## config.mk

```make
export PLATFORM = sky130hd
export DESIGN_NAME = vks_cordic_cell
export DESIGN_NICKNAME = d
export VERILOG_FILES = /design/src/vehicle_kinematic_step_defines.svh /design/src/vks_pkg.sv /design/src/vks_cordic_cell.sv
export SDC_FILE = /design/constraint.sdc
export NUM_CORES = 1
export LEC_CHECK = 0
export ABC_AREA = 1
export BUFFER_PORTS_ARGS = -buffer_cell sky130_fd_sc_hd__buf_2
export CORE_ASPECT_RATIO = 2
export CORE_UTILIZATION = 52
export DETAILED_ROUTE_END_ITERATION = 7
export HOLD_SLACK_MARGIN = 0.12
export PLACE_DENSITY_LB_ADDON = 0.1
export SKIP_CTS_REPAIR_TIMING = 1
export SYNTH_ARGS = -nofsm -noshare
export SYNTH_HDL_FRONTEND = slang
export SYNTH_SLANG_ARGS = --single-unit
```

## constraint.sdc

```tcl
create_clock -name clk -period 2.43 [get_ports clk]
set_input_delay 0.3645 -clock clk [delete_from_list [all_inputs] [get_ports clk]]
set_output_delay 0.3645 -clock clk [all_outputs]
set_load 0.05 [all_outputs]
```

## src/vehicle_kinematic_step_defines.svh

```systemverilog
// Assertion macros shared by the vehicle kinematic step design.
`ifndef VEHICLE_KINEMATIC_STEP_DEFINES_SVH
`define VEHICLE_KINEMATIC_STEP_DEFINES_SVH

// A condition that must imply a property in the same cycle.
`define VKS_CHECK(lbl, cond, prop) \
  lbl: assert property (@(posedge clk) disable iff (!rst_n) (cond) |-> (prop)) \
    else $error("vks check failed");

// A condition that must never hold.
`define VKS_NEVER(lbl, cond) \
  lbl: assert property (@(posedge clk) disable iff (!rst_n) !(cond)) \
    else $error("vks forbidden condition");

`endif

```

## src/vks_pkg.sv

```systemverilog
`timescale 1ns / 1ps
`default_nettype none
package vks_pkg;

  localparam int CORDIC_ITER_DEF = 16;
  localparam int RED_STEPS = 14;

  localparam logic [20:0] STEP_RESET = 21'd6554;

  // Angle constants in Q2.30.
  localparam logic [46:0] TWO_PI_W = 47'd6746518852;
  localparam logic signed [33:0] TWO_PI_Q30 = 34'sd6746518852;
  localparam logic signed [33:0] PI_Q30 = 34'sd3373259426;
  localparam logic signed [33:0] HALF_PI_Q30 = 34'sd1686629713;
  localparam logic signed [33:0] GAIN_Q30 = 34'sd652032874;

  typedef struct packed {
    logic signed [31:0] fwd_accel_now;
    logic signed [31:0] fwd_accel_next;
    logic signed [31:0] fwd_speed_now;
    logic signed [31:0] steer_now;
    logic signed [31:0] steer_next;
    logic signed [31:0] accel_x;
    logic signed [31:0] accel_y;
    logic signed [31:0] vel_x;
    logic signed [31:0] vel_y;
    logic signed [31:0] pos_x;
    logic signed [31:0] pos_y;
    logic signed [31:0] heading;
  } in_t;

  typedef struct packed {
    logic signed [31:0] new_fwd_speed;
    logic signed [31:0] new_heading;
    logic signed [31:0] new_accel_x;
    logic signed [31:0] new_accel_y;
    logic signed [31:0] new_vel_x;
    logic signed [31:0] new_vel_y;
    logic signed [31:0] new_pos_x;
    logic signed [31:0] new_pos_y;
  } out_t;

  // Front stages carry the whole request plus the values built so far.
  typedef struct packed {
    in_t                d;
    logic signed [31:0] mean_a;
    logic signed [31:0] mean_s;
    logic signed [31:0] v1;
    logic signed [31:0] mv;
    logic signed [31:0] w;
    logic signed [31:0] h1;
  } early_t;

  // Values that ride alongside the angle reduction and rotation cells.
  typedef struct packed {
    logic signed [31:0] a1;
    logic signed [31:0] ax0;
    logic signed [31:0] ay0;
    logic signed [31:0] vx0;
    logic signed [31:0] vy0;
    logic signed [31:0] px0;
    logic signed [31:0] py0;
    logic signed [31:0] v1;
    logic signed [31:0] h1;
  } side_t;

  typedef struct packed {
    side_t              sd;
    logic signed [31:0] ax1;
    logic signed [31:0] ay1;
    logic signed [31:0] vx1;
    logic signed [31:0] vy1;
  } tail_t;

  // Clamp a wide value to signed 32 bits.
  function automatic logic signed [31:0] sat32(logic signed [71:0] v);
    logic signed [31:0] r;
    if (v > 72'sd2147483647) begin
      r = 32'sh7fffffff;
    end else if (v < -72'sd2147483648) begin
      r = 32'sh80000000;
    end else begin
      r = v[31:0];
    end
    return r;
  endfunction

  // Floor of the mean of two values.
  function automatic logic signed [31:0] mean2(logic signed [31:0] a,
                                               logic signed [31:0] b);
    logic signed [32:0] s;
    s = 33'(a) + 33'(b);
    return s[32:1];
  endfunction

  // Value times the step length, rounded half up.
  function automatic logic signed [37:0] times_dt(logic signed [31:0] a,
                                                  logic [20:0] dt);
    logic signed [53:0] p;
    p = 54'(a) * 54'($signed({1'b0, dt}));
    p = p + 54'sd32768;
    return p[53:16];
  endfunction

  // Arctangent table in Q2.30.
  function automatic logic signed [33:0] atan_q30(int i);
    logic signed [33:0] r;
    case (i)
      0:  r = 34'sd843314856;
      1:  r = 34'sd497837829;
      2:  r = 34'sd263043836;
      3:  r = 34'sd133525158;
      4:  r = 34'sd67021686;
      5:  r = 34'sd33543515;
      6:  r = 34'sd16775850;
      7:  r = 34'sd8388437;
      8:  r = 34'sd4194282;
      9:  r = 34'sd2097149;
      10: r = 34'sd1048575;
      11: r = 34'sd524287;
      12: r = 34'sd262143;
      13: r = 34'sd131071;
      14: r = 34'sd65535;
      15: r = 34'sd32767;
      16: r = 34'sd16383;
      17: r = 34'sd8191;
      18: r = 34'sd4095;
      19: r = 34'sd2047;
      20: r = 34'sd1023;
      21: r = 34'sd511;
      22: r = 34'sd255;
      23: r = 34'sd127;
      24: r = 34'sd63;
      25: r = 34'sd31;
      26: r = 34'sd15;
      27: r = 34'sd8;
      28: r = 34'sd4;
      29: r = 34'sd2;
      30: r = 34'sd1;
      default: r = 34'sd0;
    endcase
    return r;
  endfunction

endpackage
`default_nettype wire

```

## src/vks_cordic_cell.sv

```systemverilog
`timescale 1ns / 1ps
`default_nettype none
module vks_cordic_cell #(
  parameter int IDX = 0
) (
  input  wire logic               clk,
  input  wire logic signed [33:0] x_i,
  input  wire logic signed [33:0] y_i,
  input  wire logic signed [33:0] z_i,
  output logic signed [33:0]      x_o,
  output logic signed [33:0]      y_o,
  output logic signed [33:0]      z_o
);
  import vks_pkg::*;

  localparam logic signed [33:0] ATAN = atan_q30(IDX);

  logic signed [33:0] x_r, y_r, z_r;
  logic signed [33:0] x_nxt, y_nxt, z_nxt;
  logic signed [33:0] dx, dy;

  // One rotation step, direction from the sign of the residual angle.
  always_comb begin
    dx = y_i >>> IDX;
    dy = x_i >>> IDX;
    if (!z_i[33]) begin
      x_nxt = x_i - dx;
      y_nxt = y_i + dy;
      z_nxt = z_i - ATAN;
    end else begin
      x_nxt = x_i + dx;
      y_nxt = y_i - dy;
      z_nxt = z_i + ATAN;
    end
  end

  always_ff @(posedge clk) begin
    x_r <= x_nxt;
    y_r <= y_nxt;
    z_r <= z_nxt;
  end

  assign x_o = x_r;
  assign y_o = y_r;
  assign z_o = z_r;
endmodule
`default_nettype wire

```

## Word level (Yosys, flattened, before mapping)

Cells that the tools add are included.

| word-level totals | value |
|---|---|
| bits in writable memories | 0 |
| memory bits (read-only) | 0 |
| word-level logic and storage cells | 11 |
| memories | 0 |
| bits in registers | 102 |
| bits in latches | 0 |
| input bits | 103 |

| operators by class | value |
|---|---|
| add/sub/neg operators | 5 |
| eq/ne operators | 0 |
| multiplexer cells | 3 |
| div/mod/pow operators | 0 |
| magnitude comparators | 0 |
| shifts and indexed selects | 0 |
| bitwise operators | 0 |
| $mul | 0 |
| reductions and logical operators | 0 |

Operators by type and width:

| kind | number |
|---|---|
| $mux 34 | 3 |
| $sub 34x34->34 | 2 |
| $add 34x31->34 const B | 1 |
| $add 34x34->34 | 1 |
| $sub 34x31->34 const B | 1 |

## Longest topological paths before layout

| logic depth | value |
|---|---|
| depth in word-level cells | 2 |
| mapped depth | 18 |

## Worst setup path before layout

Ideal clock, no wire load.

| timing path | value |
|---|---|
| path kind | in2reg |
| start point | in z_i[33] |
| end point | reg z_r[25] (netlist: z_o[25]) |
| arrival time | 2426 ps |
| path buffers | 3 |
| cell stages on the path | 12 |
| setup slack | -122 ps |
| cells stage by stage | clkbuf_1 > clkinv_1 > buf_2 > buf_2 > fa_1 > nand3_1 > nand2_1 > nand3_1 > nand3_1 > a21oi_1 > o21ai_0 > xor2_1 |

| on the way | value |
|---|---|
| longest elaborated chain between the ends | 1 |

Ends and longest elaborated chain:

| what | RTL line | RTL |
|---|---|---|
| from (decl) | vks_cordic_cell.sv:9 | `input wire logic signed [33:0] z_i,` |
| $mux 34 | vks_cordic_cell.sv:26 | `if (!z_i[33]) begin` |
| named net z_nxt[25] | vks_cordic_cell.sv:19 | `logic signed [33:0] x_nxt, y_nxt, z_nxt;` |
| to (signal assigned) | vks_cordic_cell.sv:40 | `z_r <= z_nxt;` |
| to (decl) | vks_cordic_cell.sv:18 | `logic signed [33:0] x_r, y_r, z_r;` |

The timed path passes the listed nets, and every way through them passes these cells.

## Final worst setup path

| timing path | value |
|---|---|
| start point | in z_i[33] |
| end point | reg z_r[27] (netlist: z_o[27]) |

Same word-level chain as after synthesis.

==> metrics.md <==
| Metric | Value |
|---|---|
| Final setup fails | `0` |
| Fin. Hold Viols | `0` |
| Yosys Warn Count | `0` |
| HPWL after DPL | `38,700 µm` |
| FILL cells | `2,063` |
| Hold Crit Class | `input pin to register` |
| GPL Wtd Cong | `roughly 1.1` |
| GRT Total Usage | `0.422` |
| Cell Chain, Critical Path | `buf_2 > inv_2 > ha_1 > nand2_1 > nand2_1 > a21oi_1 > nand2_1 > nand2_1 > nand2_1 > nand2_1 > nand2_1 > nand2_1 > nand2_1 > xor2_1` |
| Hold Worst Slack | `0.191 ns` |
| Clock sinks | `101` |
| Post-synth net total | `2,034` |
| Clock Tree Root | `clkbuf_16` |
| CTS Buf Count | `9` |
| Placed cell area | `13,300 µm²` |
| First DRT Iteration DRCs | `~910` |
| WP data required | `2.68 ns` |
| Port-buffer cells | `204` |
| Largest net degree at the start of global routing | `30` |
| FP Rows | `74` |
| H-Tree Depth | `3` |
| Most frequent cells after synthesis | `nand2_1, inv_1, nor2_1, nand3_1, a21oi_1` |
| Worst VDD drop | `0.617 mV` |
| Most used DFF post-synth | `dfxtp_1` |
| Via count | `about 14,000` |
| Worst-margin pin slew | `0.583 ns` |
| Ys async rst share | `0` |
| Initial antenna violation count | `0` |
| First-pass GRT wire length | `between 70,000 and 80,000 µm` |
| Vias per cell | `5.63` |
| Worst Setup End Kind | `register` |
| Synth Instances | `1,798` |
| #FFs+latches synth | `between 100 and 150` |
| Power Total | `7.98 mW` |
| Clock Path Buffers | `2` |
| Setup TNS | `0 ns` |
| Top cells by area, synth | `dfxtp_1, nand2_1, ha_1, inv_1, nand3_1` |
| Max FO, Critical Path | `14` |
| Crit path top cell by count | `nand2_1` |
| Lkg Pwr | `7.44 nW` |
| Synthesized area | `between 10,000 and 15,000 µm²` |
| Area Overhead vs Synth | `24.4%` |
| Final period util | `0.908` |
| Top-count cell post-synth | `nand2_1` |
| Crit Path Category | `input pin to register` |
| Critical Path Slowest Stage Cell | `ha_1` |
| Synth unique cells | `47` |
| Final ANT Viol Nets | `0` |
| Worst path arrival time | `2.46 ns` |
| Final-stage net count | `2,372` |
| I/O Pins | `between 200 and 250` |
| Die height | `roughly 210 µm` |
| CP startpoint kind | `input pin` |
| Status | `complete, no violations` |
| F_max | `453 MHz` |
| Max-slew headroom | `0.611` |
| Die area | `21,700 µm²` |
| CTS tree | `yes` |
| Number of flops mapped to enable cells by yosys | `0` |
| Sequential element share of the synthesized area | `0.184` |
| Syn avg cell area | `a little over 6 µm²` |
| Buf/Inv on CP | `2` |
| TritonRoute pass-1 iters | `8` |
| CP peak stage delay | `about 0.37 ns` |
| Final Non-Filler Cells | `about 2,400` |
| Core area | `roughly 20,000 µm²` |
| GRT overflow | `0` |
| Initial Util | `0.534` |
| Fin. max-slew vios | `0` |
| Clock Pin Slew Worst Setup and Hold Paths | `0.08 ns` |
| # diodes | `0` |
| Remaining DRCs | `0` |
| Detailed-route wire length per cell | `roughly 19 µm` |
| Design area | `13,700 µm²` |
| Final Core Density | `0.665` |
| Dpl cells | `2,388` |
| RSZ-0062 raised after global routing | `no` |
| CP delay by family, top | `simple AND/OR/NAND/NOR gates` |
| Die W | `105 µm` |
| Tmin final | `between 2 and 2.5 ns` |
| Max cap viols | `0` |
| Layout cells sized above 1 | `0.208` |
| Number of global-route vias before repair | `around 14,000` |
| Area leader, netlist | `dfxtp_1` |
| Setup WS post-layout | `0.223 ns` |
| Routed WL | `45,500 µm` |
| Synth top area share | `0.184` |
| Pre-CTS setup slack | `-0.202 ns` |
| PwrDens | `584 nW/µm²` |
[layout by cell type (no fill, tap or decap), types with 8 or more instances in the layout]
master,instances
nand2_1,476
ha_1,129
o21ai_1,12
o22ai_1,9
inv_2,10
o21ai_2,8
buf_2,204
nor3_1,21
o21ai_0,100
nor2_1,162
dfxtp_1,101
xor2_1,40
o21bai_1,16
buf_4,161
nand3_1,159
nor2_2,9
a21oi_1,157
nand4_1,15
a21o_1,14
clkbuf_16,9
nand2_2,13
inv_1,239
[kinds of logic (layout without fill, tap and decap cells)]
family                   count (synthesis)  in the layout  share of synthesized area
AND/OR/NAND/NOR                        876            876                      0.337
AO/OA/AOI/OAI                          350            350                      0.179
buffers and inverters                  293            636                      0.110
adder cells (fa/ha/maj)                133            133                      0.154
flip-flops                             101            101                      0.184
XOR/XNOR                                44             44                     0.0351
multiplexers                             1              1                   0.000912
[where the power goes]
part	switching, mW	total (mW)	internal [mW]	leakage, nW
clock network	0.736	1.48	0.743	0.138
logic	3.12	4.45	1.33	6.45
registers	0.0808	2.05	1.97	0.852
total	3.94	7.98	4.04	7.44
[cell type report]
type,instances,area (µm²),area share
multi-input combinational,1404,7760,0.568
sequential,101,2020,0.148
clock inverter,6,52.6,0.00385
inverter,249,935,0.0684
clock buffer,10,239,0.0175
tap,266,333,0.0244
timing repair buffer,371,2320,0.170
[flip-flops by register name, indices dropped and copies added (netlist names)]
signal	count
z_o	34
x_o	34
y_o	33
[routing by layer]
metal | global-route usage | wire, µm | vias up | part of all wire
li1 | - | - | 6508 | -
met1 | 0.343 | 13600 | 6052 | 0.30
met2 | 0.780 | 23700 | 659 | 0.52
met3 | 0.0801 | 2400 | 336 | 0.053
met4 | 0.476 | 5880 | 0 | 0.13
met5 | 0 | 0 | - | 0
[path summary, 6_finish.rpt]
| path | from | end | cells past startpoint |
|---|---|---|---|
| setup / recovery | z_i[33] | z_o[27] | 14 |
| hold / removal | z_i[3] | z_o[3] | 2 |
Power figures use the tool's default switching activity.
