===== config.mk =====
export PLATFORM = sky130hd
export DESIGN_NAME = vks_mod_cell
export DESIGN_NICKNAME = d
export VERILOG_FILES = /design/src/vehicle_kinematic_step_defines.svh /design/src/vks_pkg.sv /design/src/vks_mod_cell.sv
export SDC_FILE = /design/constraint.sdc
export NUM_CORES = 1
export LEC_CHECK = 0
export ABC_AREA = 1
export BUFFER_PORTS_ARGS = -buffer_cell sky130_fd_sc_hd__buf_2
export CORE_MARGIN = 3
export CORE_UTILIZATION = 58
export DETAILED_ROUTE_END_ITERATION = 6
export GPL_ROUTABILITY_DRIVEN = 0
export PLACE_DENSITY = 0.86
export SETUP_SLACK_MARGIN = 0.4
export SLEW_MARGIN = 20
export SYNTH_ARGS = -nofsm -noshare
export SYNTH_HDL_FRONTEND = slang
export SYNTH_SLANG_ARGS = --single-unit

===== constraint.sdc =====
create_clock -name clk -period 2.63 [get_ports clk]
set_input_delay 0.526 -clock clk [delete_from_list [all_inputs] [get_ports clk]]
set_output_delay 0.526 -clock clk [all_outputs]
set_load 0.01 [all_outputs]

===== src/vehicle_kinematic_step_defines.svh =====
// Assertion macros shared by the vehicle kinematic step design.
`ifndef VEHICLE_KINEMATIC_STEP_DEFINES_SVH
`define VEHICLE_KINEMATIC_STEP_DEFINES_SVH

// A condition that must imply a property in the same cycle.
`define VKS_CHECK(lbl, cond, prop) \
  lbl: assert property (@(posedge clk) disable iff (!rst_n) (cond) |-> (prop)) \
    else $error("vks check failed");

// A condition that must never hold.
`define VKS_NEVER(lbl, cond) \
  lbl: assert property (@(posedge clk) disable iff (!rst_n) !(cond)) \
    else $error("vks forbidden condition");

`endif


===== src/vks_pkg.sv =====
`timescale 1ns / 1ps
`default_nettype none
package vks_pkg;

  localparam int CORDIC_ITER_DEF = 16;
  localparam int RED_STEPS = 14;

  localparam logic [20:0] STEP_RESET = 21'd6554;

  // Angle constants in Q2.30.
  localparam logic [46:0] TWO_PI_W = 47'd6746518852;
  localparam logic signed [33:0] TWO_PI_Q30 = 34'sd6746518852;
  localparam logic signed [33:0] PI_Q30 = 34'sd3373259426;
  localparam logic signed [33:0] HALF_PI_Q30 = 34'sd1686629713;
  localparam logic signed [33:0] GAIN_Q30 = 34'sd652032874;

  typedef struct packed {
    logic signed [31:0] fwd_accel_now;
    logic signed [31:0] fwd_accel_next;
    logic signed [31:0] fwd_speed_now;
    logic signed [31:0] steer_now;
    logic signed [31:0] steer_next;
    logic signed [31:0] accel_x;
    logic signed [31:0] accel_y;
    logic signed [31:0] vel_x;
    logic signed [31:0] vel_y;
    logic signed [31:0] pos_x;
    logic signed [31:0] pos_y;
    logic signed [31:0] heading;
  } in_t;

  typedef struct packed {
    logic signed [31:0] new_fwd_speed;
    logic signed [31:0] new_heading;
    logic signed [31:0] new_accel_x;
    logic signed [31:0] new_accel_y;
    logic signed [31:0] new_vel_x;
    logic signed [31:0] new_vel_y;
    logic signed [31:0] new_pos_x;
    logic signed [31:0] new_pos_y;
  } out_t;

  // Front stages carry the whole request plus the values built so far.
  typedef struct packed {
    in_t                d;
    logic signed [31:0] mean_a;
    logic signed [31:0] mean_s;
    logic signed [31:0] v1;
    logic signed [31:0] mv;
    logic signed [31:0] w;
    logic signed [31:0] h1;
  } early_t;

  // Values that ride alongside the angle reduction and rotation cells.
  typedef struct packed {
    logic signed [31:0] a1;
    logic signed [31:0] ax0;
    logic signed [31:0] ay0;
    logic signed [31:0] vx0;
    logic signed [31:0] vy0;
    logic signed [31:0] px0;
    logic signed [31:0] py0;
    logic signed [31:0] v1;
    logic signed [31:0] h1;
  } side_t;

  typedef struct packed {
    side_t              sd;
    logic signed [31:0] ax1;
    logic signed [31:0] ay1;
    logic signed [31:0] vx1;
    logic signed [31:0] vy1;
  } tail_t;

  // Clamp a wide value to signed 32 bits.
  function automatic logic signed [31:0] sat32(logic signed [71:0] v);
    logic signed [31:0] r;
    if (v > 72'sd2147483647) begin
      r = 32'sh7fffffff;
    end else if (v < -72'sd2147483648) begin
      r = 32'sh80000000;
    end else begin
      r = v[31:0];
    end
    return r;
  endfunction

  // Floor of the mean of two values.
  function automatic logic signed [31:0] mean2(logic signed [31:0] a,
                                               logic signed [31:0] b);
    logic signed [32:0] s;
    s = 33'(a) + 33'(b);
    return s[32:1];
  endfunction

  // Value times the step length, rounded half up.
  function automatic logic signed [37:0] times_dt(logic signed [31:0] a,
                                                  logic [20:0] dt);
    logic signed [53:0] p;
    p = 54'(a) * 54'($signed({1'b0, dt}));
    p = p + 54'sd32768;
    return p[53:16];
  endfunction

  // Arctangent table in Q2.30.
  function automatic logic signed [33:0] atan_q30(int i);
    logic signed [33:0] r;
    case (i)
      0:  r = 34'sd843314856;
      1:  r = 34'sd497837829;
      2:  r = 34'sd263043836;
      3:  r = 34'sd133525158;
      4:  r = 34'sd67021686;
      5:  r = 34'sd33543515;
      6:  r = 34'sd16775850;
      7:  r = 34'sd8388437;
      8:  r = 34'sd4194282;
      9:  r = 34'sd2097149;
      10: r = 34'sd1048575;
      11: r = 34'sd524287;
      12: r = 34'sd262143;
      13: r = 34'sd131071;
      14: r = 34'sd65535;
      15: r = 34'sd32767;
      16: r = 34'sd16383;
      17: r = 34'sd8191;
      18: r = 34'sd4095;
      19: r = 34'sd2047;
      20: r = 34'sd1023;
      21: r = 34'sd511;
      22: r = 34'sd255;
      23: r = 34'sd127;
      24: r = 34'sd63;
      25: r = 34'sd31;
      26: r = 34'sd15;
      27: r = 34'sd8;
      28: r = 34'sd4;
      29: r = 34'sd2;
      30: r = 34'sd1;
      default: r = 34'sd0;
    endcase
    return r;
  endfunction

endpackage
`default_nettype wire


===== src/vks_mod_cell.sv =====
`timescale 1ns / 1ps
`default_nettype none
module vks_mod_cell #(
  parameter int K = 0
) (
  input  wire logic        clk,
  input  wire logic [46:0] u_i,
  output logic [46:0]      u_o
);
  import vks_pkg::*;

  localparam logic [46:0] THRESH = TWO_PI_W << K;

  logic [46:0] u_r;
  logic [46:0] u_nxt;

  // One restoring step of the reduction by two pi.
  always_comb begin
    if (u_i >= THRESH) begin
      u_nxt = u_i - THRESH;
    end else begin
      u_nxt = u_i;
    end
  end

  always_ff @(posedge clk) begin
    u_r <= u_nxt;
  end

  assign u_o = u_r;
endmodule
`default_nettype wire


* Word level (Yosys, flattened, before mapping)
Index checks and enable logic that the tools add are counted.
** Operators by class
- Multiplexer cells :: 1
- Add/sub/neg operators :: 1
- Order comparisons :: 1
** Operators by type and width (count)
- $ge A47 B33 Y1 const B :: 1
- $mux W47 :: 1
- $sub A47 B33 Y47 const B :: 1
** Word-level totals
- Flip-flop bits (word level) :: 47

* Depth between registers and ports, before layout
Gate-level depths: netlist of the first run.
- Depth after elaboration :: 2
- Gate-level depth with buffers :: 13

* Worst setup path before layout of the first run
OpenSTA, ideal clock, no wires.
- Kind :: input port to flip-flop
- Start :: in u_i[3]
- End :: reg u_r[2], in the netlist u_o[2]
- Cell stages on the path :: 10
- Buffers on the path :: 1
- Arrival time :: 1656 ps
- Setup slack :: 857 ps
- Data required time :: 2513 ps
- Cells stage by stage :: inv_1 -> nand3_2 -> nand2_1 -> nand2_1 -> nand3_1 -> nand2_1 -> nand2_1 -> nand4_4 -> buf_6 -> xor2_2
** Between the ends
- Word-level cells in the longest chain between the ends :: 2
** Ends and longest elaborated chain
- from (decl) :: RTL line vks_mod_cell.sv:7 : input wire logic [46:0] u_i,
- $ge A47 B33 Y1 :: RTL line vks_mod_cell.sv:19 : if (u_i >= THRESH) begin
- $mux W47 :: RTL line vks_mod_cell.sv:19
- named net u_nxt[2] :: RTL line vks_mod_cell.sv:15 : logic [46:0] u_nxt;
- to (signal assigned) :: RTL line vks_mod_cell.sv:27 : u_r <= u_nxt;
- to (decl) :: RTL line vks_mod_cell.sv:14 : logic [46:0] u_r;
The timed path passes the listed nets, and every way through them passes these cells.

* Worst setup path in the final report of the first run
- Start :: in u_i[3]
- End :: reg u_r[3], in the netlist u_o[3]
** Between the ends
- Word-level cells in the longest chain between the ends :: 2
- Elaborated cells on any way between the ends :: 3
- Classes of those cells :: 1 x add/sub; 1 x order compare; 1 x mux
** Ends and longest elaborated chain (RTL line)
- $sub A47 B33 Y47 or $ge A47 B33 Y1 (tied branches) :: vks_mod_cell.sv:20, vks_mod_cell.sv:19
- $mux W47 (*) :: vks_mod_cell.sv:19
- named net u_nxt[3] :: vks_mod_cell.sv:15
Mark *: on every way through the listed nets, which the timed path passes. The rest lies on a longest branch.

==> results of run 1 <==
-- metrics by stage --
step	power, mW	instances	worst slack [ps]	cell area [sq um]
6_report	1.72	838	537	4340
5_1_grt	1.80	838	405	4340
4_1_cts	1.72	838	622	4340
3_5_place_dp	1.23	830	298	4240
3_3_place_gp	1.22	830	404	4240
2_1_floorplan	1.05	665	857	3700
-- power by group --
part           leakage, nW  internal, mW  total [mW]  switching [mW]
Combinational         1.85         0.154       0.443           0.289
Sequential           0.397         0.772       0.787          0.0149
Clock               0.0515         0.241       0.495           0.254
Total                 2.30          1.17        1.72           0.558
-- synthesized netlist by cell type --
cell type,n
a21oi_1,24
and2_1,2
buf_2,3
buf_6,5
dfxtp_1,47
ha_1,2
inv_1,70
inv_2,10
nand2_1,257
nand2_2,3
nand3_1,57
nand3_2,2
nand3b_1,7
nand4_1,18
nand4_4,1
nor2_1,101
nor2_2,5
nor2_4,3
nor3_1,4
nor4_1,1
o21ai_0,12
o21ai_1,13
o21bai_1,5
xor2_1,12
xor2_2,1
-- cell type report --
type	count	area share, %
flip-flops and latches	47	21.7
multi-input cells	530	55.1
clock buffers	8	2.31
inverters	80	6.93
well taps	75	2.16
repair buffers	98	11.8
-- worst paths after layout --
| kind | cells after the start | endpoint | start | slack [ps] |
|---|---|---|---|---|
| worst max-delay path | 13 | u_o[3] | u_i[3] | 540 |
| worst min-delay path | 1 | u_o[1] | u_i[1] | 330 |
-- cells by family after synthesis --
kind of cell             count (synthesis)
adder cells (fa/ha/maj)                  2
AO/OA/AOI/OAI                           54
XOR/XNOR                                13
buffers and inverters                   88
flip-flops                              47
AND/OR/NAND/NOR                        461
-- routing by layer --
| layer | vias to the layer above | GRT usage [%] | wire length, um |
|---|---|---|---|
| li1 | 2282 | - | - |
| met1 | 2083 | 42.1 | 4700 |
| met2 | 355 | 54.3 | 5480 |
| met3 | 78 | 6.24 | 1530 |
| met4 | 0 | 15.7 | 684 |
| met5 | - | 0 | 0 |
==> impl_results.md, run 1 <==
- Status: finished, final reports clean
- Period utilization: a little under 80%
- Synth Area in Simple Gates: 52.9%
- Final slew viol count: 0
- Gr usage total: 33.3%
- Most frequent CP cell: nand2_1
- Tmin final: 2090 ps
- Crit path buf inv count: 3
- Final core utilization: 71.5%
- Routed vias/inst: around 5.7
- Post-synthesis compound-gate area fraction: between 7 and 8%
- Crit-path leading delay family: simple AND/OR/NAND/NOR gates
- Max_cap viols: 0
- Synth unique cells: 25
- Post-synth top area share: 26.1%
- DIE HEIGHT: 85.9 um
- Synth Net Count: 715
- Clock Path Buffers: 2
- Synthesis-to-finish area growth: 17.2%
- CP arrival: ~2300 ps
- CTS sink cnt: 47
- Worst slew margin: just over 60%
- Routed vias: about 4800
- Synth Area in Adders: 0.676%
- Post-Synthesis Cells: around 670
- Worst Hold Slack: 326 ps
- H-tree depth: 2
- Commonest non-fill, non-tap cell in the layout: nand2_1
- Io pins: 95
- DRC: 0
- CP Capture Type: flip-flop
- Post_cts resized: 0
- Setup bufs post-CTS: 0
- Die ar.: 7370 sq um
- Most frequent cells in the layout: nand2_1, nor2_1, buf_2, inv_1, nand3_1
- Total grt overflow: 0
- WL per Instance: 14.8 um
- Critical Path RT: 2880 ps
- Post-DP HPWL: 9900 um
- Cell breakdown of the critical path: buf_2 > inv_1 > nand3_2 > nand2_1 > nand2_1 > nand3_1 > nand2_1 > nand2_1 > nand3_1 > nor2_1 > buf_4 > nand2_1 > o21ai_1
- Share of layout cells above drive strength 1: 17.0%
- Final setup TNS: 0 ps
- Flops & latches, synth: 47
- IO buf count: 94
- Endpoints failing hold: 0
- TritonCTS clock tree: done
- Register area: 941 sq um
- CP max-delay cell: buf_4
- Initial core utilization: 61.0%
- Largest area contributor in the netlist: nand2_1
- DRT antenna net count: 0
- HP Class: input port to flip-flop
- DR iter-0 viols: roughly 560
- Synth area leaders: nand2_1, dfxtp_1, nor2_1, nand3_1, inv_1
- Clk pin slew, worst setup/hold paths: 90 ps
- XOR/XNOR Fraction of Synth Area: about 3.3%
- Fin nets: a little over 800
- Drt first pass iters: 7
- Row cnt: 28
- Die width: 85.9 um
- Pwr Density: 398 nW/um^2
- CTS root buffer: clkbuf_8
- Routed wire length: 12400 um
- Max VDD drop: 0.289 mV
- Max reg flops: 47
- Worst path max stage delay: 290 ps
- Final setup fails: 0
- Sequential area share after synthesis: 25.4%
- Leakage power: 2.30 nW
- Hold buffer count at cts: 0
- Mean post-synth cell area: 5.56 sq um
- RSZ-0062 raised after global routing: no
- Vias in the first global route: roughly 4300
- Type of origin of the critical path: input port
- Fmax: ~480 MHz
- Worst slew pin tran: around 560 ps
- Initial antenna violation count: 0
- Mapped Area: 3700 sq um
- Core area: roughly 6100 sq um
- Area of the multi-input gates: 2390 sq um
- First-pass GRT wire length: 19500 um
- Fillers: 554
- Clock buffer count from CTS: 5
- Ant. Diodes: 0
- Mux contribution to synthesized area: 0%
- Largest family of logic cells by synthesized area: simple AND/OR/NAND/NOR gates
- Largest net degree at the start of global routing: 54
- Critical path class: input port to flip-flop
- Yosys Warn Count: 0
- Worst-path fanout max: 16
(Power assumes the default switching activity.)
==> inputs of run 2 (changes only) <==
- ABC_AREA: 1 -> 0
- CORE_UTILIZATION: 58 -> 43
- PLACE_DENSITY: 0.86 -> 0.75
- clock period: 2.63 -> 1.8 ns (I/O delays scaled with it)
==> impl_results.md, run 2 <==
- Routed wire length: 8590 um
- Comb pwr share: 24.5%
- IO buf count: 94
- Final setup TNS: -14100 ps
- Seq pwr share: 44.1%
- Total grt overflow: 0
- Ant. Diodes: 0
- Top-count cell post-synth: dfxtp_1
- H-tree depth: 2
- DRC: 0
- WL per Instance: around 17 um
- Status: finished with violations
- DR iter-0 viols: 261
- Mean post-synth cell area: ~9.7 sq um
- Vias in the first global route: about 2800
- Clk pin slew, worst setup/hold paths: 90 ps
- Synthesis-to-finish area growth: 74.0%
- Worst slew margin: 74.5%
- Fmax: 451 MHz
- CTS sink cnt: 47
- Largest area contributor in the netlist: dfxtp_1
- Die width: between 70 and 80 um
- Type of origin of the critical path: input port
- Core area: approximately 5200 sq um
- Drt first pass iters: 5
- FFs w/ async S/R, synth: 0%
- Row cnt: 26
- DRT antenna net count: 0
- Die ar.: 6330 sq um
- Tmin final: ~2200 ps
- Initial core utilization: approximately 45%
- Commonest non-fill, non-tap cell in the layout: buf_4
- Sw power: 719 uW
- First-pass GRT wire length: 12700 um
- Synth unique cells: 52
- Post-DP HPWL: 5630 um
- Worst Slack Setup Final: -415 ps
- Yosys Warn Count: 0
- Routed vias: 2798
- Critical path class: input port to flip-flop
- Number of enable flip-flop cells after synthesis: 0
- CP arrival: 2440 ps
- Synth area leaders: dfxtp_1, xnor2_1, xor2_1, o211ai_2, nor4_1
- Routed vias/inst: 5.56
- CTS root buffer: clkbuf_8
- Cell area after layout: around 4000 sq um
- Synth Net Count: roughly 290
- Leakage power: 1.77 nW
- Final setup fails: 45
- Failing checks: negative setup slack
- Area after DPL: 3610 sq um
- Critical Path RT: around 2000 ps
- Top post-synthesis cells by count: dfxtp_1, xnor2_1, nor2_1
- Sequential area share after synthesis: about two fifths
- Mapped Area: 2330 sq um
- Post-synth top area share: about two fifths
- Endpoints failing hold: 0
- Primary FF master, synth: dfxtp_1
- Final slew viol count: 0
- Switching fraction of total power: 27.3%
- Initial antenna violation count: 0
- Pwr Density: 650 nW/um^2
- Most frequent cells in the layout: buf_4, buf_2, dfxtp_1, xnor2_1, nor2_1
- Hold buffer count at cts: 0
- HP Class: input port to flip-flop
- Fin nets: between 400 and 500
- RSZ-0062 raised after global routing: yes
- TritonCTS clock tree: done
- Max VDD drop: between 0.4 and 0.5 mV
- Worst-path fanout max: 8
- Period utilization: 123%
- Worst slew pin tran: 380 ps
- Share of layout cells above drive strength 1: 59.6%
- Post-Synthesis Cells: 241
- Io pins: 95
- Clock Path Buffers: 2
- Flops & latches, synth: 47
- Largest net degree at the start of global routing: 22
- Max reg flops: 47
- Max_cap viols: 0
- Clock buffer count from CTS: 5
- CP Capture Type: flip-flop
- Gr usage total: 25.8%
- Hold Path Depth: 1
- DIE HEIGHT: 79.6 um
- Clock group share of total power: 31.4%
- Cell internal pwr: 1.91 mW
[run 2: changes by cell type after synthesis, moves of 15 or more]
cell	change
a21oi_1	-16
inv_1	-64
nand2_1	-249
nand3_1	-51
nand4_1	-15
nor2_1	-86
xnor2_1	+32
[run 2: path summary, 6_finish.rpt]
check | endpoint | from | slack, ps
max | u_o[13] | u_i[36] | -420
min | u_o[0] | u_i[0] | 170
[run 2: through the flow]
stage	setup WS, ps	hold slack, ps	total power [mW]	instances	utilization [%]
4_1_cts	-324	162	2.61	498	76.4
3_3_place_gp	-741	477	1.76	485	69.9
5_1_grt	-453	165	2.73	503	78.3
6_report	-415	165	2.63	503	78.3
3_5_place_dp	-817	480	1.77	485	69.9
2_1_floorplan	-514	388	1.41	241	-
[run 2: worst max-delay path, stage by stage]
cell and delay [ps]:
buf_6 90, or4_4 530, nand3b_1 200, or4_4 500, a31o_4 290, o211ai_1 280, xnor2_1 180
[run 2: routing by layer]
metal	track usage, %	part of all wire [%]
met5	0	0
met4	12.0	3.6
met1	28.6	38
met2	46.3	49
met3	5.64	8.5
[run 2: kinds of logic after synthesis]
family | after synthesis | synth area share [%]
compound gates | 64 | 22.0
xor+xnor | 44 | 16.6
fa+ha+maj | 2 | 1.08
buf+inv | 18 | 4.19
flops | 47 | 40.4
mux | 1 | 0.430
simple gates | 65 | 15.3
[run 2: cell type report]
cell class / count / area [sq um]
Tap cell: 70 / 87.6
Clock buffer: 6 / 82.6
Timing Repair Buffer: 194 / 1280
Multi-Input combinational cell: 178 / 1600
Inverter: 6 / 22.5
Fill cell: 326 / 1120
Sequential cell: 47 / 941
Clock inverter: 2 / 35.0
[run 2: repair_timing]
| action | 4_1_cts | 5_1_grt |
|---|---|---|
| buffers inserted | 3 | 5 |
| pin swaps | 24 | 8 |
| hold endpoints to repair | 0 | 0 |
| gates cloned | 2 | 0 |
| setup endpoints to repair | 45 | 45 |
| resized for setup | 31 | 10 |
[run 2: power groups by stage]
stage / registers [mW] / logic (mW) / clock network, mW
2_1_floorplan: 1.24 / 0.175 / 0
3_3_place_gp: 1.18 / 0.575 / 0
3_5_place_dp: 1.18 / 0.588 / 0
4_1_cts: 1.16 / 0.622 / 0.829
5_1_grt: 1.17 / 0.692 / 0.872
6_report: 1.16 / 0.645 / 0.827
